===== src/sv/brms_pkg.sv =====
// Shared types, constants and helper functions of the band-pass RMS ratio modulator.
package brms_pkg;

   localparam int COEF_W   = 31;
   localparam int RATIO_W  = 15;
   localparam int ENERGY_W = 17;
   localparam int SUM_W    = 64;
   localparam int ST_W     = 48;
   localparam int ACC_W    = 50;
   localparam int OPA_W    = 32;
   localparam int DEN_W    = 20;
   localparam int IDX_W    = 3;

   localparam logic [IDX_W-1:0] REG_B0     = 3'd0;
   localparam logic [IDX_W-1:0] REG_B1     = 3'd1;
   localparam logic [IDX_W-1:0] REG_B2     = 3'd2;
   localparam logic [IDX_W-1:0] REG_A1     = 3'd3;
   localparam logic [IDX_W-1:0] REG_A2     = 3'd4;
   localparam logic [IDX_W-1:0] REG_RATIO  = 3'd5;
   localparam logic [IDX_W-1:0] REG_STEREO = 3'd6;

   localparam logic signed [COEF_W-1:0] RST_B0 = 31'sd11192400;
   localparam logic signed [COEF_W-1:0] RST_B1 = 31'sd0;
   localparam logic signed [COEF_W-1:0] RST_B2 = -31'sd11192400;
   localparam logic signed [COEF_W-1:0] RST_A1 = -31'sd510089000;
   localparam logic signed [COEF_W-1:0] RST_A2 = 31'sd246050000;
   localparam logic [RATIO_W-1:0]       RST_RATIO = 15'd1024;

   localparam logic [RATIO_W-1:0]  UNITY_RATIO = 15'd256;
   localparam logic [ENERGY_W-1:0] FULL_ENERGY = 17'd65536;

   // Division by ten as a multiply by ceil(2^21/10) and a shift, exact below 2^18.
   localparam logic [17:0] DIV10_MUL = 18'd209716;
   localparam int          DIV10_SH  = 21;

   localparam logic signed [ACC_W-1:0] ST_MAX_X =
      {{(ACC_W-ST_W+1){1'b0}}, {(ST_W-1){1'b1}}};
   localparam logic signed [ACC_W-1:0] ST_MIN_X =
      {{(ACC_W-ST_W+1){1'b1}}, {(ST_W-1){1'b0}}};

   typedef struct packed {
      logic signed [COEF_W-1:0] b0;
      logic signed [COEF_W-1:0] b1;
      logic signed [COEF_W-1:0] b2;
      logic signed [COEF_W-1:0] a1;
      logic signed [COEF_W-1:0] a2;
   } coef_set_type;

   typedef struct packed {
      logic [ENERGY_W-1:0] energy;
      logic [RATIO_W-1:0]  ratio;
   } merge_result_type;

   // Saturates a wide signed value to the filter state width.
   function automatic logic signed [ST_W-1:0] sat_state(input logic signed [ACC_W-1:0] v);
      logic signed [ST_W-1:0] r;
      if (v > ST_MAX_X) begin
         r = ST_MAX_X[ST_W-1:0];
      end else if (v < ST_MIN_X) begin
         r = ST_MIN_X[ST_W-1:0];
      end else begin
         r = v[ST_W-1:0];
      end
      return r;
   endfunction

endpackage


===== src/sv/brms_lane.sv =====
// One channel lane: biquad band-pass on a shared multiplier and the square accumulator.
module brms_lane #(
   parameter int SAMPLE_BITS = 24
) (
   input  logic                             clock,
   input  logic                             reset,
   input  logic                             start,
   input  logic                             clear,
   input  brms_pkg::coef_set_type           coefs,
   input  logic signed [SAMPLE_BITS-1:0]    sample,
   output logic                             busy,
   output logic [brms_pkg::SUM_W-1:0]       square_sum
);
   import brms_pkg::*;

   localparam int PS     = SAMPLE_BITS - 5;
   localparam int YS     = 33 - SAMPLE_BITS;
   localparam int PROD_W = OPA_W + SAMPLE_BITS;
   localparam logic signed [ST_W-1:0] Q_MAX =
      ST_W'((longint'(1) <<< (SAMPLE_BITS-1)) - longint'(1));
   localparam logic signed [ST_W-1:0] Q_MIN =
      ST_W'(-(longint'(1) <<< (SAMPLE_BITS-1)));

   localparam logic [2:0] S_IDLE = 3'd0;
   localparam logic [2:0] S_B0   = 3'd1;
   localparam logic [2:0] S_Y    = 3'd2;
   localparam logic [2:0] S_B1   = 3'd3;
   localparam logic [2:0] S_A1   = 3'd4;
   localparam logic [2:0] S_S0   = 3'd5;
   localparam logic [2:0] S_S1   = 3'd6;
   localparam logic [2:0] S_SQ   = 3'd7;

   logic [2:0]                    step_ff, step_in;
   logic signed [SAMPLE_BITS-1:0] x_ff, x_in;
   logic signed [SAMPLE_BITS-1:0] yq_ff, yq_in;
   logic signed [PROD_W-1:0]      prod_ff, prod_in;
   logic signed [ACC_W-1:0]       acc_ff, acc_in;
   logic signed [ST_W-1:0]        s0_ff, s0_in;
   logic signed [ST_W-1:0]        s1_ff, s1_in;
   logic [SUM_W-1:0]              sum_ff, sum_in;

   logic signed [OPA_W-1:0]       op_a;
   logic signed [SAMPLE_BITS-1:0] op_b;
   logic signed [ACC_W-1:0]       scaled;
   logic signed [ST_W-1:0]        y_sat;
   logic signed [ST_W-1:0]        y_sh;
   logic [SUM_W:0]                sum_ext;

   always_comb begin
      case (step_ff)
         S_B0: begin
            op_a = OPA_W'(coefs.b0);
            op_b = x_ff;
         end
         S_Y: begin
            op_a = OPA_W'(coefs.b1);
            op_b = x_ff;
         end
         S_B1: begin
            op_a = OPA_W'(coefs.a1);
            op_b = yq_ff;
         end
         S_A1: begin
            op_a = OPA_W'(coefs.b2);
            op_b = x_ff;
         end
         S_S0: begin
            op_a = OPA_W'(coefs.a2);
            op_b = yq_ff;
         end
         default: begin
            op_a = OPA_W'(yq_ff);
            op_b = yq_ff;
         end
      endcase
      prod_in = op_a * op_b;

      scaled  = ACC_W'(prod_ff >>> PS);
      y_sat   = sat_state(scaled + ACC_W'(s0_ff));
      y_sh    = y_sat >>> YS;
      if (y_sh > Q_MAX) begin
         yq_in = Q_MAX[SAMPLE_BITS-1:0];
      end else if (y_sh < Q_MIN) begin
         yq_in = Q_MIN[SAMPLE_BITS-1:0];
      end else begin
         yq_in = y_sh[SAMPLE_BITS-1:0];
      end
      sum_ext = {1'b0, sum_ff} + (SUM_W+1)'(prod_ff[2*SAMPLE_BITS-1:0]);

      step_in = step_ff;
      x_in    = x_ff;
      acc_in  = acc_ff;
      s0_in   = s0_ff;
      s1_in   = s1_ff;
      sum_in  = sum_ff;
      case (step_ff)
         S_IDLE: begin
            if (start) begin
               x_in    = sample;
               step_in = S_B0;
            end
            if (clear) begin
               sum_in = '0;
            end
         end
         S_B0: step_in = S_Y;
         S_Y:  step_in = S_B1;
         S_B1: begin
            acc_in  = scaled;
            step_in = S_A1;
         end
         S_A1: begin
            acc_in  = acc_ff - scaled;
            step_in = S_S0;
         end
         S_S0: begin
            s0_in   = sat_state(acc_ff + ACC_W'(s1_ff));
            acc_in  = scaled;
            step_in = S_S1;
         end
         S_S1: begin
            s1_in   = sat_state(acc_ff - scaled);
            step_in = S_SQ;
         end
         S_SQ: begin
            sum_in  = sum_ext[SUM_W] ? {SUM_W{1'b1}} : sum_ext[SUM_W-1:0];
            step_in = S_IDLE;
         end
         default: step_in = S_IDLE;
      endcase
   end

   always_ff @(posedge clock) begin
      if (reset) begin
         step_ff <= S_IDLE;
         s0_ff   <= '0;
         s1_ff   <= '0;
         sum_ff  <= '0;
      end else begin
         step_ff <= step_in;
         s0_ff   <= s0_in;
         s1_ff   <= s1_in;
         sum_ff  <= sum_in;
      end
   end

   always_ff @(posedge clock) begin
      x_ff    <= x_in;
      prod_ff <= prod_in;
      acc_ff  <= acc_in;
      if (step_ff == S_Y) begin
         yq_ff <= yq_in;
      end
   end

   assign busy       = (step_ff != S_IDLE);
   assign square_sum = sum_ff;

endmodule


===== config.mk =====
export PLATFORM = sky130hd
export DESIGN_NAME = brms_lane
export DESIGN_NICKNAME = d
export VERILOG_FILES = /design/src/sv/brms_pkg.sv /design/src/sv/brms_lane.sv
export SDC_FILE = /design/constraint.sdc
export NUM_CORES = 2
export LEC_CHECK = 0
export ABC_AREA = 1
export BUFFER_PORTS_ARGS = -buffer_cell sky130_fd_sc_hd__buf_2
export CAP_MARGIN = 30
export CORE_MARGIN = 1.5
export CORE_UTILIZATION = 30
export CTS_CLUSTER_SIZE = 20
export DETAILED_ROUTE_END_ITERATION = 8
export GPL_ROUTABILITY_DRIVEN = 1
export PLACE_DENSITY = 0.45
export RECOVER_POWER = 25
export SYNTH_ARGS = -nofsm -noshare
export SYNTH_HDL_FRONTEND = slang
export SYNTH_SLANG_ARGS = --single-unit

===== constraint.sdc =====
create_clock -name clock -period 9.1 [get_ports clock]
set_input_delay 1.82 -clock clock [delete_from_list [all_inputs] [get_ports clock]]
set_output_delay 1.82 -clock clock [all_outputs]
set_load 0.02 [all_outputs]

* Word-level counts from Yosys, hierarchy flattened
Cells that the tools add are included.
Word-level totals: register bits after elaboration 317, output and inout bits 65, logic and storage cells 53
Cells by class: $lt $le $gt $ge 8, reductions and logical operators 8, multiplexer cells 15, $add $sub $neg 4, eq/ne operators 9, multiply operators 1
Operators by type and width (number):
- two-way mux 48 bit | 6
- case mux 32 bit (5 select lines) | 1
- two-way mux 64 bit | 2
- case mux 64 bit (2 select lines) | 1
- greater-than comparator 50 x 48 -> 1 bit, second input constant | 2
- less-than comparator 50 x 48 -> 1 bit, second input constant | 2
- case mux 50 bit (2 select lines) | 1
- adder 64 x 48 -> 65 bit | 1
- multiplier 32 x 24 -> 56 bit | 1
- adder 50 x 48 -> 50 bit | 1
- subtractor 50 x 37 -> 50 bit | 1
- adder 37 x 48 -> 49 bit | 1
- greater-than comparator 49 x 48 -> 1 bit, second input constant | 1
- less-than comparator 49 x 48 -> 1 bit, second input constant | 1
- two-way mux 24 bit | 2
- greater-than comparator 39 x 24 -> 1 bit, second input constant | 1
- less-than comparator 39 x 24 -> 1 bit, second input constant | 1
- case mux 3 bit (8 select lines) | 1
- equality test 3 bit, second input constant | 4
- equality test 3 x 2 -> 1 bit, second input constant | 2
- != test 2 bit, second input constant | 2
- AND reduction 2 bit | 2
- nonzero test 2 bit | 2
- equality test 3 x 1 -> 1 bit, second input constant | 1
- other kinds (5) | 5

* Longest topological paths before layout
word-level depth 6, depth in mapped cells 39, mapped depth without buffers 37

* Worst setup path before layout
Ideal clock, no wire load.
path kind input -> register, from input coefs[61] (netlist name), to register prod_ff[52], path buffers 2, setup time 0.121 ns, data required time 8.979 ns, slack 0.126 ns, cell stages on the path 26, arrival time 8.853 ns, path through a22o_1 a221oi_1 nand3_1 nand2_1 clkbuf_1 buf_2 nor2_1 fa_1 fa_1 inv_1 fa_1 inv_1 fa_1 fa_1 fa_1 inv_1 fa_1 inv_1 ha_1 a21oi_1 inv_1 a21oi_1 o21ai_0 a221oi_1 nand3_1 xor2_1
Between the ends: longest elaborated chain between the ends 2
Ends and longest elaborated chain:
- start, declared | line brms_lane.sv:9 | input brms_pkg::coef_set_type coefs,
- case mux 32 bit (5 select lines) | line brms_lane.sv:50 | case (step_ff)
- multiplier 32 x 24 -> 56 bit | line brms_lane.sv:76 | prod_in = op_a * op_b;
- net prod_in[52] | line brms_lane.sv:36 | logic signed [PROD_W-1:0] prod_ff, prod_in;
- end signal, assigned | line brms_lane.sv:149 | prod_ff <= prod_in;
- end, declared | line brms_lane.sv:36
The timed path passes the listed nets, and every way through them passes these cells. A chain may end at the register's enable or synchronous reset.

* Worst setup path in the final report
from register step_ff[1], to register prod_ff[44]
Between the ends: longest elaborated chain between the ends 4, elaborated cells on any way between the ends 9, classes of those cells 1 x mul; 5 x eq/ne; 2 x mux; 1 x reduce/logical
Ends and longest elaborated chain:
- start, declared | line brms_lane.sv:33 | logic [2:0] step_ff, step_in;
- start signal, assigned | line brms_lane.sv:140 | step_ff <= step_in;
- equality test 3 x 2 -> 1 bit, or another cell as far along | line brms_lane.sv:50
- OR reduction 3 bit (no line)
- two-way mux 24 bit | line brms_lane.sv:50
- multiplier 32 x 24 -> 56 bit * | line brms_lane.sv:76
- net prod_in[44] | line brms_lane.sv:36
Mark *: on every way through the listed nets, which the timed path passes. The rest lies on a longest branch.

==> reports/qor.yml <==
status: "finished with violations"
failed_checks: "capacitance limit, slew limit"
synth_seq_cells: 317
area_delta_synth_final_pct: 16.3
cpPeakStageDelay_ps: 600
yosysUniqueCellTypes: 59
synth.avg_cell_area_sq_um: 7.44
hold_viol: 0
ant_nets: 0
antenna_found_initial: 9
cts_tree: "yes"
yosys_warnings: 0
syn_nets: 8251
clock_latency_ps: 640
post-route-period-util_pct: 96.3
drtIter0Drc: 3045
hp-class: "reg -> reg"
num_rows: 152
worstMarginPinSlew_ps: 3650
port_buffers: 247
slowest_stage: "fa_1"
drc: 0
via_count: 46900
core_area_sq_um: 172000
clock_skew_ps: 46.2
cpMostUsedCell: "fa_1"
cp-end-kind: "register"
grt_pass1_vias: 48700
grt_max_degree: 94
fmax_mhz: 114
drive_gt1_share_pct: 10.7
cp_max_fo: 26
clk_pin_slew_ps: 70
cp-start-kind: "register"
crit_arrival_ps: 9260
wl_per_cell_um: 20.7
ys_seq_area_share_pct: 14.2
overflow: 0
syn-instance-count: 6953
clock-root-buffer: "clkbuf_16"
synth_ff_type: "dfxtp_1"
grt.total_usage_pct: 23.4
cts.sinks: 317
final_max_slew_viol_count: 211
design.die.area_sq_um: 175000
initial_utilization_pct: 30.2
cts-buffers-inserted: 41
die_w_um: 418
fin_crit_ps: 8760
whs_ps: 491
wl_um: 203000
fin_util_pct: 35.1
setup_viol: 0
hpwl_um: 178000
syn_area_sq_um: 51700
drtPass1Iterations: 5
synth_edf_count: 98
slew_headroom_pct: -143
maxCapViolations: 4
crit_type: "reg -> reg"
worst_ep_required_time_ps: 9600
cts.path.max_buffers: 3
io_pins: 248
fp.dieH_um: 418
viasPerCell: 4.78
hold_buffers: 0
gp_congestion: 0.950
ctsHtreeMaxLevel: 2
nets: 8755
async_flop_share_pct: 0
grt_first_pass_wirelength_um: 310000
per-layer routing:
metal  part of all wire (%)  vias to the layer above  track usage, %
li1                       -                    22600               -
met1                     45                    23100            31.8
met2                     48                      986            39.8
met3                    3.9                      203            2.07
met4                    2.9                        0            6.18
met5                      0                        -               0
synthesized netlist by cell type (all sizes together) (33+ instances only):
| library cell | number | share of area, % |
|---|---|---|
| nand2 | 1511 | 11 |
| nor3 | 40 | 0.44 |
| a31oi | 34 | 0.41 |
| ha | 343 | 8.3 |
| clkbuf | 167 | 1.2 |
| xor2 | 146 | 2.5 |
| o21ai | 456 | 4.5 |
| buf | 53 | 0.65 |
| a21oi | 513 | 5.0 |
| nand4 | 49 | 0.59 |
| nand3 | 171 | 1.7 |
| xnor2 | 77 | 1.3 |
| dfxtp | 219 | 8.5 |
| inv | 1318 | 9.6 |
| nor2 | 777 | 5.7 |
| fa | 772 | 30 |
| edfxtp | 98 | 5.7 |
| a21o | 33 | 0.48 |
repair_timing:
item                                    CTS  global route
resized for setup                         0            13
setup buffers                             0             1
endpoints found under the setup margin    0            12
logic make-up (layout without fill, tap and decap cells):
group	after synthesis	in the layout	synth area share, %
AOI/OAI and AO/OA	1169	1169	12.5
xor gates and xnor gates	223	223	3.79
buffers and inverters	1545	2082	11.5
other	0	1	0
DFF	317	317	14.2
and+or+nand+nor	2584	2584	20.0
adders and majority gates	1115	1115	38.2
state kept, by name, summed over array words and instances (netlist names):
signal      flops
acc_ff         50
prod_ff        56
s0_ff          48
s1_ff          48
square_sum     64
step_ff         3
x_ff           24
yq_ff          24
final cells by class:
cell class,count,area (sq um)
Fill cell,18700,111000
Multi-Input combinational cell,5091,38600
Sequential cell,317,7330
Inverter,1325,4970
Timing Repair Buffer,681,4910
Tap cell,2310,2890
Clock buffer,51,1090
Clock inverter,25,373
Antenna cell,1,2.50
worst paths after layout:
kind                               startpoint       endpoint  slack, ps  cells after the start
worst max-delay path               step_ff[1]    prod_ff[44]        340                     31
worst min-delay path            square_sum[8]  square_sum[8]        490                      2
worst max register to register     step_ff[1]    prod_ff[44]        340                     31
worst min register to register  square_sum[8]  square_sum[8]        490                      2
critical path, delay by kind of cell, from the launching register on:
kind / cells / cell delay, ps
AO/OA/AOI/OAI: 8 / 1430
flip-flops: 1 / 530
adder cells (fa/ha/maj): 8 / 4010
XOR/XNOR: 1 / 210
AND/OR/NAND/NOR: 5 / 1030
buffers and inverters: 9 / 1400
per-stage QoR:
stage / std cells / TNS, ps / instance area, sq um / worst slack (ps)
2_1_floorplan: 6953 / 0 / 51700 / 126
3_3_place_gp: 9719 / -4830 / 58700 / -453
3_5_place_dp: 9723 / -4710 / 58800 / -447
4_1_cts: 9799 / 0 / 60200 / 151
5_1_grt: 9801 / -24.4 / 60200 / -24.4
6_report: 9801 / 0 / 60200 / 336
cells in the final DEF (no fill, tap or decap), drive strengths merged, types with 19 or more instances in the layout:
cell type / instances
o21ai: 456
a31oi: 34
buf: 630
dfxtp: 219
a221oi: 19
nand3: 171
inv: 1325
xnor2: 77
edfxtp: 98
xor2: 146
nor2: 777
clkbuf: 102
nand4: 49
a21o: 33
ha: 343
fa: 772
nor3: 40
a21oi: 513
o21bai: 27
nand2: 1511
Power is not shown: default switching activity piles up to over one toggle a cycle in this logic, so the estimate is an artifact.
