[config.mk]
export PLATFORM = sky130hd
export DESIGN_NAME = brms_merge
export DESIGN_NICKNAME = d
export VERILOG_FILES = /design/src/sv/brms_pkg.sv /design/src/sv/brms_merge.sv
export SDC_FILE = /design/constraint.sdc
export NUM_CORES = 2
export LEC_CHECK = 0
export BUFFER_PORTS_ARGS = -buffer_cell sky130_fd_sc_hd__buf_2
export CORE_UTILIZATION = 55
export DETAILED_ROUTE_END_ITERATION = 8
export GPL_TIMING_DRIVEN = 0
export MAX_ROUTING_LAYER = met4
export PLACE_DENSITY = 0.73
export SYNTH_ARGS = -nofsm -noshare
export SYNTH_HDL_FRONTEND = slang
export SYNTH_SLANG_ARGS = --single-unit
export TNS_END_PERCENT = 1
[constraint.sdc]
create_clock -name clock -period 19.3 [get_ports clock]
set_clock_uncertainty 0.05 [all_clocks]
set_input_delay 0.965 -clock clock [delete_from_list [all_inputs] [get_ports clock]]
set_output_delay 0.965 -clock clock [all_outputs]
set_load 0.005 [all_outputs]
[src/sv/brms_pkg.sv]
// Shared types, constants and helper functions of the band-pass RMS ratio modulator.
package brms_pkg;

   localparam int COEF_W   = 31;
   localparam int RATIO_W  = 15;
   localparam int ENERGY_W = 17;
   localparam int SUM_W    = 64;
   localparam int ST_W     = 48;
   localparam int ACC_W    = 50;
   localparam int OPA_W    = 32;
   localparam int DEN_W    = 20;
   localparam int IDX_W    = 3;

   localparam logic [IDX_W-1:0] REG_B0     = 3'd0;
   localparam logic [IDX_W-1:0] REG_B1     = 3'd1;
   localparam logic [IDX_W-1:0] REG_B2     = 3'd2;
   localparam logic [IDX_W-1:0] REG_A1     = 3'd3;
   localparam logic [IDX_W-1:0] REG_A2     = 3'd4;
   localparam logic [IDX_W-1:0] REG_RATIO  = 3'd5;
   localparam logic [IDX_W-1:0] REG_STEREO = 3'd6;

   localparam logic signed [COEF_W-1:0] RST_B0 = 31'sd11192400;
   localparam logic signed [COEF_W-1:0] RST_B1 = 31'sd0;
   localparam logic signed [COEF_W-1:0] RST_B2 = -31'sd11192400;
   localparam logic signed [COEF_W-1:0] RST_A1 = -31'sd510089000;
   localparam logic signed [COEF_W-1:0] RST_A2 = 31'sd246050000;
   localparam logic [RATIO_W-1:0]       RST_RATIO = 15'd1024;

   localparam logic [RATIO_W-1:0]  UNITY_RATIO = 15'd256;
   localparam logic [ENERGY_W-1:0] FULL_ENERGY = 17'd65536;

   // Division by ten as a multiply by ceil(2^21/10) and a shift, exact below 2^18.
   localparam logic [17:0] DIV10_MUL = 18'd209716;
   localparam int          DIV10_SH  = 21;

   localparam logic signed [ACC_W-1:0] ST_MAX_X =
      {{(ACC_W-ST_W+1){1'b0}}, {(ST_W-1){1'b1}}};
   localparam logic signed [ACC_W-1:0] ST_MIN_X =
      {{(ACC_W-ST_W+1){1'b1}}, {(ST_W-1){1'b0}}};

   typedef struct packed {
      logic signed [COEF_W-1:0] b0;
      logic signed [COEF_W-1:0] b1;
      logic signed [COEF_W-1:0] b2;
      logic signed [COEF_W-1:0] a1;
      logic signed [COEF_W-1:0] a2;
   } coef_set_type;

   typedef struct packed {
      logic [ENERGY_W-1:0] energy;
      logic [RATIO_W-1:0]  ratio;
   } merge_result_type;

   // Saturates a wide signed value to the filter state width.
   function automatic logic signed [ST_W-1:0] sat_state(input logic signed [ACC_W-1:0] v);
      logic signed [ST_W-1:0] r;
      if (v > ST_MAX_X) begin
         r = ST_MAX_X[ST_W-1:0];
      end else if (v < ST_MIN_X) begin
         r = ST_MIN_X[ST_W-1:0];
      end else begin
         r = v[ST_W-1:0];
      end
      return r;
   endfunction

endpackage

[src/sv/brms_merge.sv]
// Block-end merge: mean per channel (left only when stereo is off), larger mean, square root, energy and ratio.
module brms_merge #(
   parameter int SAMPLE_BITS = 24,
   parameter int CNT_W       = 17
) (
   input  logic                            clock,
   input  logic                            reset,
   input  logic                            start,
   input  logic [brms_pkg::SUM_W-1:0]      sum_left,
   input  logic [brms_pkg::SUM_W-1:0]      sum_right,
   input  logic [CNT_W-1:0]                count,
   input  logic                            stereo,
   input  logic [brms_pkg::RATIO_W-1:0]    base_ratio,
   input  logic                            ack,
   output logic                            idle,
   output logic                            done,
   output brms_pkg::merge_result_type      result
);
   import brms_pkg::*;

   localparam int FRAC = SAMPLE_BITS - 1;
   localparam int THR  = 2 * FRAC - 4;
   localparam int IT_W = $clog2(SUM_W);
   localparam logic [IT_W-1:0] DIV_LAST = IT_W'(SUM_W - 1);
   localparam logic [SUM_W-1:0] BIT_TOP = SUM_W'(1) << (SUM_W - 2);

   localparam logic [2:0] M_IDLE = 3'd0;
   localparam logic [2:0] M_DIVL = 3'd1;
   localparam logic [2:0] M_DIVR = 3'd2;
   localparam logic [2:0] M_SQRT = 3'd3;
   localparam logic [2:0] M_MUL  = 3'd4;
   localparam logic [2:0] M_DIVQ = 3'd5;
   localparam logic [2:0] M_DONE = 3'd6;

   logic [2:0]            state_ff, state_in;
   logic [IT_W-1:0]       iter_ff, iter_in;
   logic [SUM_W-1:0]      num_ff, num_in;
   logic [DEN_W-1:0]      rem_ff, rem_in;
   logic [DEN_W-1:0]      den_ff, den_in;
   logic [SUM_W-1:0]      sumr_ff, sumr_in;
   logic [SUM_W-1:0]      mean_ff, mean_in;
   logic [SUM_W-1:0]      v_ff, v_in;
   logic [SUM_W-1:0]      res_ff, res_in;
   logic [SUM_W-1:0]      bit_ff, bit_in;
   logic [ENERGY_W-1:0]   energy_ff, energy_in;
   logic [RATIO_W-1:0]    ratio_ff, ratio_in;

   logic [DEN_W:0]        rem_sh;
   logic                  ge;
   logic [SUM_W-1:0]      q_next;
   logic [SUM_W-1:0]      m_max;
   logic [SUM_W-1:0]      trial;
   logic [SUM_W-1:0]      res_next;
   logic [SUM_W+17:0]     e_wide;
   logic [RATIO_W-1:0]    r_excess;
   logic [31:0]           mprod;
   logic [33:0]           mprod3;
   logic [34:0]           q10_prod;

   always_comb begin
      rem_sh   = {rem_ff, num_ff[SUM_W-1]};
      ge       = (rem_sh >= {1'b0, den_ff});
      q_next   = {num_ff[SUM_W-2:0], ge};
      m_max    = (q_next > mean_ff) ? q_next : mean_ff;
      trial    = res_ff + bit_ff;
      res_next = (v_ff >= trial) ? ((res_ff >> 1) + bit_ff) : (res_ff >> 1);
      e_wide   = {res_next, 18'b0} >> FRAC;
      r_excess = base_ratio - UNITY_RATIO;
      mprod    = r_excess * energy_ff;
      mprod3   = 34'(mprod) + {mprod, 1'b0};
      q10_prod = 35'(num_ff[16:0]) * 35'(DIV10_MUL);

      state_in  = state_ff;
      iter_in   = iter_ff;
      num_in    = num_ff;
      rem_in    = rem_ff;
      den_in    = den_ff;
      sumr_in   = sumr_ff;
      mean_in   = mean_ff;
      v_in      = v_ff;
      res_in    = res_ff;
      bit_in    = bit_ff;
      energy_in = energy_ff;
      ratio_in  = ratio_ff;

      if (state_ff == M_DIVL || state_ff == M_DIVR) begin
         rem_in  = ge ? DEN_W'(rem_sh - {1'b0, den_ff}) : rem_sh[DEN_W-1:0];
         num_in  = q_next;
         iter_in = iter_ff + 1'b1;
      end

      case (state_ff)
         M_IDLE: begin
            if (start) begin
               num_in   = sum_left;
               sumr_in  = sum_right;
               den_in   = DEN_W'(count);
               rem_in   = '0;
               iter_in  = '0;
               state_in = M_DIVL;
            end
         end
         M_DIVL: begin
            if (iter_ff == DIV_LAST) begin
               mean_in = q_next;
               v_in    = q_next;
               res_in  = '0;
               bit_in  = BIT_TOP;
               if (stereo) begin
                  num_in   = sumr_ff;
                  rem_in   = '0;
                  iter_in  = '0;
                  state_in = M_DIVR;
               end else begin
                  state_in = M_SQRT;
               end
            end
         end
         M_DIVR: begin
            if (iter_ff == DIV_LAST) begin
               mean_in  = m_max;
               v_in     = m_max;
               state_in = M_SQRT;
            end
         end
         M_SQRT: begin
            if (v_ff >= trial) begin
               v_in = v_ff - trial;
            end
            res_in = res_next;
            bit_in = bit_ff >> 2;
            if (bit_ff[0]) begin
               energy_in = (|mean_ff[SUM_W-1:THR]) ? FULL_ENERGY : e_wide[ENERGY_W-1:0];
               state_in  = M_MUL;
            end
         end
         M_MUL: begin
            if (base_ratio <= UNITY_RATIO) begin
               ratio_in = UNITY_RATIO;
               state_in = M_DONE;
            end else begin
               num_in   = SUM_W'(mprod3 >> 16);
               state_in = M_DIVQ;
            end
         end
         M_DIVQ: begin
            ratio_in = base_ratio - RATIO_W'(q10_prod >> DIV10_SH);
            state_in = M_DONE;
         end
         M_DONE: begin
            if (ack) begin
               state_in = M_IDLE;
            end
         end
         default: state_in = M_IDLE;
      endcase
   end

   always_ff @(posedge clock) begin
      if (reset) begin
         state_ff <= M_IDLE;
      end else begin
         state_ff <= state_in;
      end
   end

   always_ff @(posedge clock) begin
      iter_ff   <= iter_in;
      num_ff    <= num_in;
      rem_ff    <= rem_in;
      den_ff    <= den_in;
      sumr_ff   <= sumr_in;
      mean_ff   <= mean_in;
      v_ff      <= v_in;
      res_ff    <= res_in;
      bit_ff    <= bit_in;
      energy_ff <= energy_in;
      ratio_ff  <= ratio_in;
   end

   assign idle          = (state_ff == M_IDLE);
   assign done          = (state_ff == M_DONE);
   assign result.energy = energy_ff;
   assign result.ratio  = ratio_ff;

endmodule

Word level (Yosys, flattened, before mapping). Index checks and enable logic that the tools add are counted.

Add/subtract/negate cells: 8. Multiply operators: 2. Order comparisons: 4. Equal/unequal tests: 14. Mux-type cells: 38. Reductions and logical operators: 14.

Operators with widths (count): 2-to-1 mux 64 bit (12); one-hot mux 64 bit (2 select lines) (3); one-hot mux 64 bit (3 select lines) (2); 2-to-1 mux 20 bit (5); adder 63 x 64 -> 64 bit (1); adder 64 bit (1); greater-or-equal comparator 64 bit (1); > comparator 64 bit (1); subtractor 64 bit (1); one-hot mux 20 bit (2 select lines) (1); adder 32 x 33 -> 34 bit (1); multiplier 17 x 16 -> 33 bit, second input constant (1); multiplier 15 x 17 -> 32 bit (1); one-hot mux 15 bit (2 select lines) (1); 2-to-1 mux 6 bit (4); OR reduction 22 bit (1); greater-or-equal comparator 21 x 17 -> 1 bit (1); one-hot mux 3 bit (7 select lines) (1); subtractor 20 x 17 -> 20 bit (1); less-or-equal comparator 15 x 9 -> 1 bit, second input constant (1); 2-to-1 mux 15 bit (1); 2-to-1 mux 3 bit (5); subtractor 15 x 14 -> 15 bit (1); subtractor 15 x 9 -> 15 bit, second input constant (1); other kinds (18) (31).

Bits in registers: 462. Input port bits: 165. Output and inout bits: 34. Logic and storage cells: 92.

Depth between registers and ports, before layout.
Depth after elaboration: 6. Depth in mapped cells: 39.

Worst setup path after synthesis. No wires, ideal clock.

Path type: input port to flip-flop. From: input port base_ratio[8] (netlist name). To: register num_ff[15]. Setup time: 0.127 ns. Data arrival time: 9.013 ns. Path slack: 10.110 ns. Stages: 37. Path buffers: 2. Cell sequence: clkinv_1 buf_1 ha_1 nand2_1 xnor2_1 clkbuf_1 nand2_1 fa_1 fa_1 inv_1 fa_1 fa_1 fa_1 inv_1 fa_1 inv_1 ha_1 and2_1 a31o_2 a41o_1 o21ai_0 nand2b_1 a21o_1 a21oi_1 xnor2_1 ha_1 nand2_1 o21bai_1 o21ai_0 nand2_1 o21ai_0 a31oi_1 a31oi_4 o31a_4 o221ai_2 nor4b_1 or3_1.

Longest elaborated chain between the ends: 5. Elaborated cells on any way between the ends: 6. Classes of those cells: add/sub: 2; mul: 1; order compare: 1; mux: 2.

Ends and longest elaborated chain: start: declaration (RTL line brms_merge.sv:13) `input logic [brms_pkg::RATIO_W-1:0] base_ratio,`; subtractor 15 x 9 -> 15 bit (RTL line brms_merge.sv:68) `r_excess = base_ratio - UNITY_RATIO;`; multiplier 15 x 17 -> 32 bit (RTL line brms_merge.sv:69) `mprod = r_excess * energy_ff;`; adder 32 x 33 -> 34 bit (RTL line brms_merge.sv:70) `mprod3 = 34'(mprod) + {mprod, 1'b0};`; 2-to-1 mux 64 bit * (RTL line brms_merge.sv:138) `if (base_ratio <= UNITY_RATIO) begin`; one-hot mux 64 bit (3 select lines) * (RTL line brms_merge.sv:92) `case (state_ff)`; via num_in[15] (RTL line brms_merge.sv:37) `logic [SUM_W-1:0] num_ff, num_in;`; end signal: assignment (RTL line brms_merge.sv:169) `num_ff <= num_in;`; end: declaration (RTL line brms_merge.sv:37).

The timed path passes the listed nets; every way through them passes the cells marked *. A chain may end at the register's enable or synchronous reset.

Worst setup path after layout. Same ends and word-level chain as after synthesis.

==> impl_metrics.json <==
{
  "vias_per_cell": 6.036,
  "core-area_um2": 76330,
  "clock.fmax_mhz": 91.62,
  "die_wd_um": 280.4,
  "synth.net_count": 5594,
  "cts_post_setup_buffers_inserted": 0,
  "fin_tns_setup_ns": 0,
  "max_slew_margin_pct": 14.27,
  "initialDrtViolationCount": 3803,
  "end_kind": "flip-flop",
  "ctsHoldBuffers": 0,
  "fp.dieH_um": 280.4,
  "hold_viol": 0,
  "synth_edf_count": 337,
  "synth_cells": 4656,
  "first_global_vias": 34630,
  "design.portCount": 199,
  "cts_root_buffer": "clkbuf_16",
  "synth_cell_types": 87,
  "drive_gt1_share_pct": 7.349,
  "yosysWarnings": 0,
  "placement.io_buffers": 198,
  "worst-path-max-fanout": 10,
  "synth-async-reset-ratio_pct": 0,
  "fp.dieArea_um2": 78610,
  "setup.worst_path.class": "input port to flip-flop",
  "clock_tree_from_tritoncts": "built",
  "final.period_utilization_pct": 56.55,
  "post_cts.resized_instances": 0,
  "cts_made_buffers": 50,
  "run_status": "complete, no violations",
  "hpwlAfterDp_um": 99370,
  "place.gp.congestion": 0.9786,
  "detail_route.drc_violations": 0,
  "synth-seq-area-share_pct": 28.11,
  "cts.reportedPaths.clkPinSlew_ns": 0.07,
  "post_drt_wl_per_cell_um": 21.02,
  "fill_cells": 6646,
  "grt_pass1_wl_um": 195400,
  "area_growth_pct": 9.840,
  "multi_input_area_um2": 28020,
  "row_count": 101,
  "ys_seq_elements": 430,
  "postRouteAntennaNets": 0,
  "synthTopCellsByArea": "edfxtp_1 (24%), ha_1 (14%), fa_1 (13%), nand2_1 (4.7%), dfxtp_1 (4.4%)",
  "worstSetupStartpointType": "input port",
  "maxCapViolations": 0,
  "grt_setup_unrepaired": "false",
  "synth_top_flop_cell": "edfxtp_1",
  "synthDominantAreaCellType": "edfxtp_1",
  "pin_count_of_the_biggest_net_entering_global_routing": 72,
  "grt_antenna_before_repair": 4,
  "synth.top_cell.area_share_pct": 23.74,
  "layout.nets": 5849,
  "worst_path_max_delay_cell": "xor2_1",
  "regArea_um2": 11980,
  "grt_overflow_total": 0,
  "floorplan.initialDensity_pct": 55.84,
  "finalCriticalPeriod_ns": 10.91,
  "timing_max_transition_violations_final": 0,
  "dp_cells": 5889,
  "yosysMostFrequentCell": "nand2_1",
  "cts_htree_levels": 2,
  "groute.usage.overall_pct": 32.97,
  "worst_path_most_repeated_cell": "fa_1",
  "clock_path_buffers": 3,
  "post_synth.cell_area_avg_um2": 9.155,
  "setup_viol": 0,
  "tightestPinTransition_ns": 1.277,
  "detail_route.first_pass.iterations": 8,
  "cp_data_required_time_ns": 19.74,
  "hold_path.class": "flip-flop to flip-flop",
  "worstSkewPairLatency_ns": 0.66,
  "critical_path.max_stage_delay_ns": 0.86,
  "worstPathArrival_ns": 11.36,
  "mappedNetlistArea_um2": 42620,
  "finish.cell_count_without_fillers": 5989,
  "vias": 36150,
  "synth_common_cells": "nand2_1 (530), inv_1 (493), ha_1 (489)",
  "numClockSinks": 430,
  "holdWs_ns": 0.4123,
  "total_wirelength_of_the_detailed_routed_design_um": 125900
}
-- area by class of cell --
type	instances	share of cell area, %
repair buffers	203	2.328
flip-flops and latches	430	25.59
clock inverters	35	0.9808
well taps	1030	2.753
clock buffers	59	2.809
multi-input cells	3525	59.84
inverters	494	3.961
plain buffers	207	1.702
diodes	6	0.03207
-- metal layers --
| metal | routed length, um | share of wire [%] | vias up | global-route usage (%) |
|---|---|---|---|---|
| met5 | 0 | 0 | - | - |
| met4 | 4851 | 3.9 | 0 | 11.73 |
| met3 | 10480 | 8.3 | 224 | 4.771 |
| met2 | 54770 | 44 | 1611 | 48.50 |
| met1 | 55780 | 44 | 17320 | 46.28 |
| li1 | - | - | 17000 | - |
-- path summary, 6_finish.rpt --
kind	endpoint	slack [ns]	start	cells after the start
setup / recovery	num_ff[15]	8.39	base_ratio[8]	37
hold / removal	num_ff[31]	0.41	sumr_ff[31]	1
setup reg to reg	num_ff[15]	9.98	energy_ff[8]	35
hold reg to reg	num_ff[31]	0.41	sumr_ff[31]	1
-- sequential cells by signal, summed over array words and instances, names as in the netlist --
signal and flops:
rem_ff 20, mean_ff 64, bit_ff 32, ratio_ff 15, res_ff 64, num_ff 64, energy_ff 17, sumr_ff 64
iter_ff 6, den_ff 17, state_ff 3, v_ff 64
-- critical path, delay by kind of cell --
kind | cells | cell delay, ns
AOI/OAI and AO/OA | 12 | 2.66
xor gates and xnor gates | 2 | 1.02
adders and majority gates | 9 | 3.95
buffers and inverters | 8 | 1.90
and+or+nand+nor | 6 | 0.87
-- placed cells by master (no fill, tap or decap), types with 50 or more instances in the layout --
cell type    n
a21o_1     117
a21oi_1    325
a31oi_1     83
and2_1     107
and3_1      60
buf_2      207
clkbuf_1   185
clkbuf_16   50
dfxtp_1     93
edfxtp_1   337
fa_1       284
ha_1       489
inv_1      493
nand2_1    530
nand4_1     61
nor2_1     232
nor3_1      51
o21ai_0    247
o22ai_1    110
xnor2_1    130
xor2_1     118
-- cells by family after synthesis --
kind of cell | share of synthesized area [%]
simple gates | 13.75
compound gates | 18.56
fa+ha+maj | 27.69
buf+inv | 6.211
flops | 28.11
xor+xnor | 5.149
mux | 0.5225
-- through the flow --
stage	worst slack (ns)	util (%)	instance area [um^2]
floorplan	10.11	-	42620
global placement	8.106	58.83	44900
detailed placement	8.022	58.99	45030
CTS	8.616	61.32	46800
global route	7.876	61.33	46810
finish	8.385	61.34	46820
Power is left out: the tool's default activity adds up to more than one toggle a clock period on the data nets, which glitch-free logic cannot reach.
